--- config.mk ---
export PLATFORM = sky130hd
export DESIGN_NAME = first_fit_page_allocator_core
export DESIGN_NICKNAME = d
export VERILOG_FILES = /design/src/rtl/ffpa_pkg.sv /design/src/rtl/first_fit_page_allocator_core.sv
export SDC_FILE = /design/constraint.sdc
export NUM_CORES = 2
export LEC_CHECK = 0
export BUFFER_PORTS_ARGS = -buffer_cell sky130_fd_sc_hd__buf_2
export CORE_ASPECT_RATIO = 0.5
export CORE_MARGIN = 4
export CORE_UTILIZATION = 60
export CTS_CLUSTER_SIZE = 20
export DETAILED_ROUTE_END_ITERATION = 8
export PLACE_DENSITY = 0.76
export SLEW_MARGIN = 30
export SYNTH_ARGS = -nofsm -noshare
export SYNTH_HDL_FRONTEND = slang
export SYNTH_SLANG_ARGS = --single-unit
--- constraint.sdc ---
create_clock -name clk -period 24.7 [get_ports clk]
set_clock_uncertainty 0.15 [all_clocks]
set_input_delay 4.94 -clock clk [delete_from_list [all_inputs] [get_ports clk]]
set_output_delay 4.94 -clock clk [all_outputs]
set_load 0.05 [all_outputs]
--- src/rtl/ffpa_pkg.sv ---
// shared constants and codes for the first-fit page allocator
// no dependencies; used by the core and its port checker
`timescale 1ns / 1ps
`default_nettype none
package ffpa_pkg;

	localparam int MAX_PAGES_DEF = 256;
	localparam int PTR_W = 9;
	localparam int TAG_W = 8;

	// request kinds
	localparam logic [1:0] REQ_ALLOC = 2'd0;
	localparam logic [1:0] REQ_CHECK = 2'd1;
	localparam logic [1:0] REQ_FREE  = 2'd2;

	// result status codes
	localparam logic [2:0] ST_OK      = 3'd0;
	localparam logic [2:0] ST_INVALID = 3'd1;
	localparam logic [2:0] ST_NOMEM   = 3'd2;
	localparam logic [2:0] ST_NORUN   = 3'd3;
	localparam logic [2:0] ST_UNALLOC = 3'd4;

	// configuration register indexes
	localparam logic [1:0] CFG_HEAP_BASE  = 2'd0;
	localparam logic [1:0] CFG_PAGE_SHIFT = 2'd1;
	localparam logic [1:0] CFG_POOL_SIZE  = 2'd2;

	// configuration reset values
	localparam logic [31:0] HEAP_BASE_RST  = 32'd0;
	localparam logic [4:0]  PAGE_SHIFT_RST = 5'd12;
	localparam logic [8:0]  POOL_SIZE_RST  = 9'd256;

	localparam logic [4:0] SHIFT_MIN = 5'd4;
	localparam logic [4:0] SHIFT_MAX = 5'd16;

endpackage
`default_nettype wire

--- src/rtl/first_fit_page_allocator_core.sv ---
// first-fit page allocator core: page tag store, request sequencer, result register
// depends on ffpa_pkg; checked by ffpa_checker (bound in its own file)
//
// usage:
// requests enter on in_valid/in_ready with req_type, length and address; each
// request yields exactly one result on out_valid/out_ready. configuration is
// written on cfg_valid/cfg_ready (always ready) with cfg_index and cfg_data.
// a request passes the decode states DEC1, DEC2 and DEC3, then a walk over the
// tag store at one entry per cycle through its single read port: allocate
// reads from page 0 until a long enough free run is found and then writes one
// page of the run per cycle; check and free read their range, free writing each
// page back behind the read. rejected requests skip the walk.
// after reset the store is cleared, one entry per cycle over all MAX_PAGES
// entries, while in_ready stays low. the result sits in an output register: a
// new request is taken while it waits, and a finished request holds in its
// response step until the receiver takes the previous result.
`timescale 1ns / 1ps
`default_nettype none
module first_fit_page_allocator_core #(
	parameter int MAX_PAGES = ffpa_pkg::MAX_PAGES_DEF
) (
	input  wire logic        clk,
	input  wire logic        arst_n,
	input  wire logic        cfg_valid,
	output logic             cfg_ready,
	input  wire logic [1:0]  cfg_index,
	input  wire logic [31:0] cfg_data,
	input  wire logic        in_valid,
	output logic             in_ready,
	input  wire logic [1:0]  req_type,
	input  wire logic [31:0] length,
	input  wire logic [31:0] address,
	output logic             out_valid,
	input  wire logic        out_ready,
	output logic [2:0]       status,
	output logic [7:0]       page_index,
	output logic [7:0]       owner_tag,
	output logic             double_free,
	output logic [8:0]       pages_in_use
);

	localparam int IW = (MAX_PAGES > 1) ? $clog2(MAX_PAGES) : 1;
	localparam int PW = ffpa_pkg::PTR_W;
	localparam int TW = ffpa_pkg::TAG_W;

	typedef enum logic [7:0] {
		S_CLEAR = 8'b0000_0001,
		S_IDLE  = 8'b0000_0010,
		S_DEC1  = 8'b0000_0100,
		S_DEC2  = 8'b0000_1000,
		S_DEC3  = 8'b0001_0000,
		S_SCAN  = 8'b0010_0000,
		S_MARK  = 8'b0100_0000,
		S_RESP  = 8'b1000_0000
	} state_t;

	state_t state_q;

	// configuration
	logic [31:0] heap_base_q;
	logic [4:0]  page_shift_q;
	logic [8:0]  pool_size_q;

	// persistent state
	logic [8:0]    used_q;
	logic [TW-1:0] next_tag_q;
	logic [IW-1:0] clr_ptr_q;

	// request and decode registers
	logic [1:0]  req_q;
	logic [31:0] len_q;
	logic [31:0] addr_q;
	logic [4:0]  sh_q;
	logic [8:0]  pt_q;
	logic [31:0] off_q;
	logic [32:0] lim_q;
	logic [32:0] nsum_q;
	logic        low_bad_q;
	logic        high_bad_q;
	logic [8:0]  start_q;
	logic [9:0]  n_q;
	logic [9:0]  need_q;
	logic [8:0]  free_cnt_q;

	// walk registers
	logic [PW-1:0] rd_ptr_q;
	logic [PW-1:0] end_q;
	logic          rd_v_s1;
	logic [PW-1:0] rd_a_s1;
	logic [8:0]    run_q;
	logic [8:0]    cleared_q;
	logic          flag_q;
	logic [PW-1:0] mark_ptr_q;
	logic [PW-1:0] mark_end_q;

	// pending result
	logic [2:0]    res_status_q;
	logic [7:0]    res_idx_q;
	logic [TW-1:0] res_tag_q;
	logic          res_df_q;

	// tag store
	logic [TW-1:0] mem [MAX_PAGES];
	logic [TW-1:0] rdata;
	logic          we;
	logic [IW-1:0] wa;
	logic [TW-1:0] wd;
	logic [IW-1:0] ra;

	// effective configuration
	logic [4:0]  eff_sh;
	logic [8:0]  eff_pt;
	logic [32:0] eff_mask;

	always_comb begin
		if (page_shift_q < ffpa_pkg::SHIFT_MIN) begin
			eff_sh = ffpa_pkg::SHIFT_MIN;
		end else if (page_shift_q > ffpa_pkg::SHIFT_MAX) begin
			eff_sh = ffpa_pkg::SHIFT_MAX;
		end else begin
			eff_sh = page_shift_q;
		end
		if (32'(pool_size_q) > 32'(MAX_PAGES)) begin
			eff_pt = 9'(MAX_PAGES);
		end else begin
			eff_pt = pool_size_q;
		end
		eff_mask = (33'd1 << eff_sh) - 33'd1;
	end

	// decode stage 2 values
	logic [31:0] nraw;
	logic        unal;
	logic [32:0] need_full;
	logic [31:0] sh_mask;

	always_comb begin
		sh_mask   = (32'd1 << sh_q) - 32'd1;
		nraw      = len_q >> sh_q;
		unal      = |(off_q & sh_mask);
		need_full = nsum_q >> sh_q;
	end

	// decode stage 3 values
	logic [10:0]   end_sum;
	logic [PW-1:0] end_clamp;

	always_comb begin
		end_sum = {2'b00, start_q} + {1'b0, n_q};
		if (end_sum > {2'b00, pt_q}) begin
			end_clamp = pt_q;
		end else begin
			end_clamp = PW'(end_sum);
		end
	end

	// walk values
	logic [8:0] run_nx;
	logic       run_hit;

	always_comb begin
		run_nx  = run_q + 9'd1;
		run_hit = ({1'b0, run_nx} >= need_q);
	end

	logic out_free;
	assign out_free  = !out_valid || out_ready;
	assign in_ready  = (state_q == S_IDLE);
	assign cfg_ready = 1'b1;

	// store port control
	always_comb begin
		we = 1'b0;
		wa = clr_ptr_q;
		wd = '0;
		unique case (state_q)
			S_CLEAR: begin
				we = 1'b1;
				wa = clr_ptr_q;
			end
			S_SCAN: begin
				if (rd_v_s1 && (req_q == ffpa_pkg::REQ_FREE)) begin
					we = 1'b1;
					wa = IW'(rd_a_s1);
				end
			end
			S_MARK: begin
				we = 1'b1;
				wa = IW'(mark_ptr_q);
				wd = next_tag_q;
			end
			default: begin
				we = 1'b0;
			end
		endcase
		ra = IW'(rd_ptr_q);
	end

	always_ff @(posedge clk) begin
		if (we) begin
			mem[wa] <= wd;
		end
		rdata <= mem[ra];
	end

	// configuration writes
	always_ff @(posedge clk or negedge arst_n) begin
		if (!arst_n) begin
			heap_base_q  <= ffpa_pkg::HEAP_BASE_RST;
			page_shift_q <= ffpa_pkg::PAGE_SHIFT_RST;
			pool_size_q  <= ffpa_pkg::POOL_SIZE_RST;
		end else if (cfg_valid && cfg_ready) begin
			unique case (cfg_index)
				ffpa_pkg::CFG_HEAP_BASE:  heap_base_q  <= cfg_data;
				ffpa_pkg::CFG_PAGE_SHIFT: page_shift_q <= cfg_data[4:0];
				ffpa_pkg::CFG_POOL_SIZE:  pool_size_q  <= cfg_data[8:0];
				default: begin
				end
			endcase
		end
	end

	// control state
	always_ff @(posedge clk or negedge arst_n) begin
		if (!arst_n) begin
			state_q    <= S_CLEAR;
			clr_ptr_q  <= '0;
			used_q     <= '0;
			next_tag_q <= TW'(1);
			rd_v_s1    <= 1'b0;
			out_valid  <= 1'b0;
		end else begin
			if (out_valid && out_ready) begin
				out_valid <= 1'b0;
			end
			rd_v_s1 <= 1'b0;
			unique case (state_q)
				S_CLEAR: begin
					clr_ptr_q <= clr_ptr_q + IW'(1);
					if (clr_ptr_q == IW'(MAX_PAGES - 1)) begin
						state_q <= S_IDLE;
					end
				end
				S_IDLE: begin
					if (in_valid) begin
						state_q <= S_DEC1;
					end
				end
				S_DEC1: state_q <= S_DEC2;
				S_DEC2: state_q <= S_DEC3;
				S_DEC3: begin
					state_q <= S_RESP;
					if (req_q == ffpa_pkg::REQ_ALLOC) begin
						if (len_q != 32'd0 && need_q <= {1'b0, free_cnt_q}) begin
							state_q <= S_SCAN;
						end
					end else if (req_q == ffpa_pkg::REQ_CHECK
							|| req_q == ffpa_pkg::REQ_FREE) begin
						if (len_q != 32'd0 && !low_bad_q && !high_bad_q
								&& end_clamp != start_q) begin
							state_q <= S_SCAN;
						end
					end
				end
				S_SCAN: begin
					if (rd_ptr_q != end_q) begin
						rd_v_s1 <= 1'b1;
					end
					if (rd_v_s1 && req_q == ffpa_pkg::REQ_ALLOC && rdata == '0 && run_hit) begin
						rd_v_s1 <= 1'b0;
						state_q <= S_MARK;
					end else if (rd_ptr_q == end_q && !rd_v_s1) begin
						state_q <= S_RESP;
						if (req_q == ffpa_pkg::REQ_FREE) begin
							used_q <= (used_q > cleared_q) ? used_q - cleared_q : 9'd0;
						end
					end
				end
				S_MARK: begin
					if (mark_ptr_q + PW'(1) == mark_end_q) begin
						state_q <= S_RESP;
						used_q  <= used_q + 9'(need_q);
						if (next_tag_q + TW'(1) == '0) begin
							next_tag_q <= TW'(1);
						end else begin
							next_tag_q <= next_tag_q + TW'(1);
						end
					end
				end
				S_RESP: begin
					if (out_free) begin
						out_valid <= 1'b1;
						state_q   <= S_IDLE;
					end
				end
				default: state_q <= S_IDLE;
			endcase
		end
	end

	// request payload and datapath
	always_ff @(posedge clk) begin
		unique case (state_q)
			S_IDLE: begin
				req_q  <= req_type;
				len_q  <= length;
				addr_q <= address;
			end
			S_DEC1: begin
				sh_q      <= eff_sh;
				pt_q      <= eff_pt;
				off_q     <= addr_q - heap_base_q;
				lim_q     <= {1'b0, heap_base_q} + (33'(eff_pt) << eff_sh);
				nsum_q    <= {1'b0, len_q} + eff_mask;
				low_bad_q <= (addr_q < heap_base_q);
			end
			S_DEC2: begin
				high_bad_q <= ({1'b0, addr_q} >= lim_q);
				start_q    <= 9'(off_q >> sh_q);
				n_q        <= (nraw > 32'd511) ? 10'd512 : 10'(nraw) + 10'(unal);
				need_q     <= (need_full > 33'd511) ? 10'd512 : 10'(need_full);
				free_cnt_q <= (pt_q > used_q) ? pt_q - used_q : 9'd0;
			end
			S_DEC3: begin
				res_idx_q    <= '0;
				res_tag_q    <= '0;
				res_df_q     <= 1'b0;
				run_q        <= '0;
				cleared_q    <= '0;
				flag_q       <= 1'b0;
				res_status_q <= ffpa_pkg::ST_INVALID;
				if (req_q == ffpa_pkg::REQ_ALLOC) begin
					rd_ptr_q <= '0;
					end_q    <= pt_q;
					if (len_q != 32'd0 && need_q > {1'b0, free_cnt_q}) begin
						res_status_q <= ffpa_pkg::ST_NOMEM;
					end
				end else begin
					rd_ptr_q <= start_q;
					end_q    <= end_clamp;
					if ((req_q == ffpa_pkg::REQ_CHECK || req_q == ffpa_pkg::REQ_FREE)
							&& len_q != 32'd0 && !low_bad_q && !high_bad_q) begin
						res_status_q <= ffpa_pkg::ST_OK;
					end
				end
			end
			S_SCAN: begin
				if (rd_ptr_q != end_q) begin
					rd_ptr_q <= rd_ptr_q + PW'(1);
				end
				rd_a_s1 <= rd_ptr_q;
				if (rd_v_s1) begin
					case (req_q)
						ffpa_pkg::REQ_ALLOC: begin
							if (rdata != '0) begin
								run_q <= '0;
							end else begin
								run_q <= run_nx;
								if (run_hit) begin
									mark_ptr_q <= rd_a_s1 - run_q;
									mark_end_q <= rd_a_s1 + PW'(1);
								end
							end
						end
						ffpa_pkg::REQ_CHECK: begin
							if (rdata == '0) begin
								flag_q <= 1'b1;
							end
						end
						default: begin
							if (rdata == '0) begin
								flag_q <= 1'b1;
							end else begin
								cleared_q <= cleared_q + 9'd1;
							end
						end
					endcase
				end else if (rd_ptr_q == end_q) begin
					case (req_q)
						ffpa_pkg::REQ_ALLOC: res_status_q <= ffpa_pkg::ST_NORUN;
						ffpa_pkg::REQ_CHECK: begin
							if (flag_q) begin
								res_status_q <= ffpa_pkg::ST_UNALLOC;
							end
						end
						default: res_df_q <= flag_q;
					endcase
				end
			end
			S_MARK: begin
				mark_ptr_q <= mark_ptr_q + PW'(1);
				if (mark_ptr_q + PW'(1) == mark_end_q) begin
					res_status_q <= ffpa_pkg::ST_OK;
					res_idx_q    <= 8'(mark_end_q - PW'(need_q));
					res_tag_q    <= next_tag_q;
				end
			end
			S_RESP: begin
				if (out_free) begin
					status       <= res_status_q;
					page_index   <= res_idx_q;
					owner_tag    <= res_tag_q;
					double_free  <= res_df_q;
					pages_in_use <= used_q;
				end
			end
			default: begin
			end
		endcase
	end

endmodule
`default_nettype wire

==> flow_summary_export.csv <==
group,metric,value,unit
detailed_routing,ant_nets,0,
detailed_routing,drt_wl_total,265400,µm
worst_setup_path,cp-start-kind,"flop",
finish,drive_gt1_share,21.33,%
sta,hold_slack,0.2674,ns
clock_tree,cts_sinks,2468,
hold_path,hold_class,"flop to flop",
clock_tree,ctsResizeCount,0,
worst_setup_path,worst_path_dominant_cell_family,"simple AND/OR/NAND/NOR gates",
synthesis,yosysUniqueCellTypes,93,
sta,period_needed,8.147,ns
die,dieArea,189000,µm²
worst_setup_path,worstSetupPathType,"flop to output port",
sta,finalSetupViolCount,0,
synthesis,synth_area_per_cell,17.40,µm²
synthesis,ys_ff_latch,2468,
worst_setup_path,worstSetupStartpoint,"state_q[3]",
worst_setup_path,crit_buf_inv,2,
sta,worstMarginPinSlew,1.100,ns
grt,antenna_found_initial,7,
clock_tree,cts_root_buffer,"clkbuf_16",
worst_setup_path,rr_startpoint,"state_q[3]",
finish,nFillCells,11680,
sta,setup_ws,16.55,ns
die,die_y,309.4,µm
grt,grt.overflow.total,0,
grt,grt_max_degree,168,
detailed_routing,wl_per_cell,29.52,µm
synthesis,synth_top_family_by_area,"multiplexers",
die,start_util,60.46,%
detailed_routing,drt-initial-drc-count,8039,
synthesis,synth_top_area_share,65.54,%
sta,relSlewSlack,26.67,%
pwr,leakage,34.50,nW
sta,hold_viol,0,
synthesis,synth.area.top_cells,"edfxtp_1 (66%), mux4_2 (15%), ha_1 (2.9%), dfrtp_1 (1.7%), nor2_1 (1.5%)",
die,io_pins,137,
sta,grt_setup_unrepaired,"no",
sta,period_share,32.98,%
outcome,status,"finished, final reports clean",
clock_tree,postCtsSetupBuffers,0,
synthesis,synth_edf_count,2379,
finish,post-route-util,66.01,%
clock_tree,postCtsHoldBufs,0,
worst_setup_path,critical_path_required,19.61,ns
sta,maxSlewViolCount,0,
synthesis,synth-simple-area-share,4.960,%
synthesis,synthAdderAreaFrac,3.033,%
pwr,p_per_area,81.75,nW/µm²
detailed_routing,vias,59550,
finish,fin_nets,6777,
synthesis,synth_seq_area_share,67.55,%
placement,io_buffers,135,
synthesis,ys_warn_count,0,
hold_path,hp-start,"res_status_q[1]",
detailed_routing,drc,0,
clock_tree,path_clk_slew,0.06,ns
synthesis,synthCells,6264,
job,maxCapViolations,0,
grt,grt_usage,28.24,%
synthesis,yosysTopAreaCell,"edfxtp_1",
synthesis,synthFlopType,"edfxtp_1",
clock_tree,cts-buffers-inserted,212,
grt,grt_pass1_vias,59860,
placement,place.gp.congestion,0.9543,
synthesis,synthesis.area,109000,µm²
finish,syn_to_final_growth,9.185,%
sta,tns,0,ns
die,rows,110,
pwr,ir_worst_vdd,0.06471,mV
worst_setup_path,crit_path_end_kind,"output port",
detailed_routing,first_pass_iters,8,
worst_setup_path,critPathMaxFanout,22,
sta,max_freq,122.7,MHz
worst_setup_path,cp.arrival,3.06,ns
detailed_routing,vias_per_cell,6.623,
placement,pre_cts_ws,17.27,ns
clock_tree,cts_tree,"built",
worst_setup_path,cp_slowest_cell,"or4_4",
clock_tree,cts_max_path_buffers,4,
synthesis,synth-compound-area-share,4.279,%
synthesis,synthXorXnorAreaFrac,1.692,%
synthesis,synthArstFlopShare,3.282,%
grt,grt_pass1_wl,395700,µm
pwr,total_power,9.730,mW
die,dieWidth,610.8,µm
die,core,180300,µm²
clock_tree,cts.htree.levels,4,
clock_tree,clk_latency,0.87,ns
synthesis,muxShareOfSynthArea,16.30,%
placement,place_hpwl,163700,µm
worst_setup_path,path_cells,"or4_4 -> or3_1 -> nor3b_2 -> buf_4 -> buf_2",
worst_setup_path,slowest_delay,0.57,ns
[final cells by class]
type | instances | area [µm²] | area share, %
clock inverters | 108 | 844.6 | 0.7096
clock buffers | 273 | 5719 | 4.805
multi-input cells | 3236 | 33300 | 27.98
flip-flops and latches | 2468 | 73630 | 61.87
diodes | 2 | 5.005 | 0.004205
inverters | 288 | 1084 | 0.9104
well taps | 2408 | 3013 | 2.532
repair buffers | 208 | 1420 | 1.193
[worst paths after layout]
| check | end | slack (ns) | cells after the start |
|---|---|---|---|
| worst min-delay path | status[1] | 0.27 | 0 |
| min in group asynchronous | heap_base_q[14] | 3.91 | 1 |
| worst max register to register | mem[31][4] | 18.52 | 9 |
| worst min register to register | status[1] | 0.27 | 0 |
| worst max-delay path | in_ready | 16.55 | 5 |
| max in group asynchronous | next_tag_q[4] | 19.36 | 2 |
[cell usage after synthesis, types with 9 or more instances]
library cell	instances
edfxtp_1	2379
mux4_2	729
nor2_1	447
nand2_1	284
inv_1	283
ha_1	249
a21oi_1	194
o21ai_0	191
clkbuf_1	185
xnor2_1	141
mux2i_1	82
dfrtp_1	76
nand3_1	64
a21o_1	61
nor3_1	59
buf_1	57
nor2b_1	54
xor2_1	54
mux2_2	47
buf_2	39
nand4_1	38
a211oi_1	36
and2_1	31
nand2b_1	28
o21a_1	28
o211ai_1	24
o21bai_1	22
and3_1	21
nor4_1	21
a31oi_1	20
a221oi_1	17
o22ai_1	16
or3_1	16
nand3_2	15
buf_4	13
or2_2	13
nand3b_1	12
a211o_1	11
o2bb2ai_1	11
nand2_2	10
a21boi_0	9
a22oi_1	9
fa_1	9
[metrics by stage]
stage / area (µm²) / std cells
after floorplan: 109100 / 6294
after global placement: 112200 / 8605
after detailed placement: 112200 / 8605
after CTS: 118800 / 8986
after global routing: 119000 / 8990
final: 119000 / 8991
[layer usage]
metal | global-route usage (%) | part of all wire (%)
met4 | 9.379 | 3.5
met3 | 5.878 | 10
met1 | 38.94 | 37
met5 | 0 | 0.015
met2 | 45.93 | 49
[layout by cell type, fill, tap and decap left out, types with 20 or more instances in the layout]
cell,n
mux2_2,47
xnor2_1,141
edfxtp_1,2379
and3_1,21
inv_1,282
mux4_2,729
nor3_1,59
o211ai_1,24
mux2i_1,82
clkbuf_16,216
buf_4,47
o21bai_1,22
conb_1,32
clkinv_1,35
xor2_1,54
and2_1,24
a31oi_1,20
nand2b_1,28
o21ai_0,190
a21oi_1,193
buf_2,134
nor2b_1,54
o21a_1,28
nor2_2,38
clkinv_2,45
nand3_1,62
nor2_1,412
a211oi_1,36
ha_1,249
a21o_1,61
nand2_1,284
dfrtp_1,76
nand4_1,38
clkbuf_1,47
[state kept, by name, indices dropped and copies added, names as in the netlist, 10 cells and up]
signal	count
lim_q	33
mem	2048
off_q	32
len_q	32
n_q	10
nsum_q	33
need_q	10
heap_base_q	32
addr_q	32
[cells by family (layout without fill, tap and decap cells)]
group	count (synthesis)	after routing
adders and majority gates	259	259
DFF	2468	2468
other	2	34
buffers and inverters	590	877
AOI/OAI and AO/OA	731	731
and+or+nand+nor	1155	1155
muxes	858	858
xor gates and xnor gates	201	201
[report_power, final]
group / switching, mW / internal [mW] / total, mW
combinational: 0.924 / 0.663 / 1.59
sequential: 0.139 / 4.74 / 4.88
clock: 1.51 / 1.75 / 3.26
total: 2.57 / 7.16 / 9.73
(Power assumes the default switching activity.)
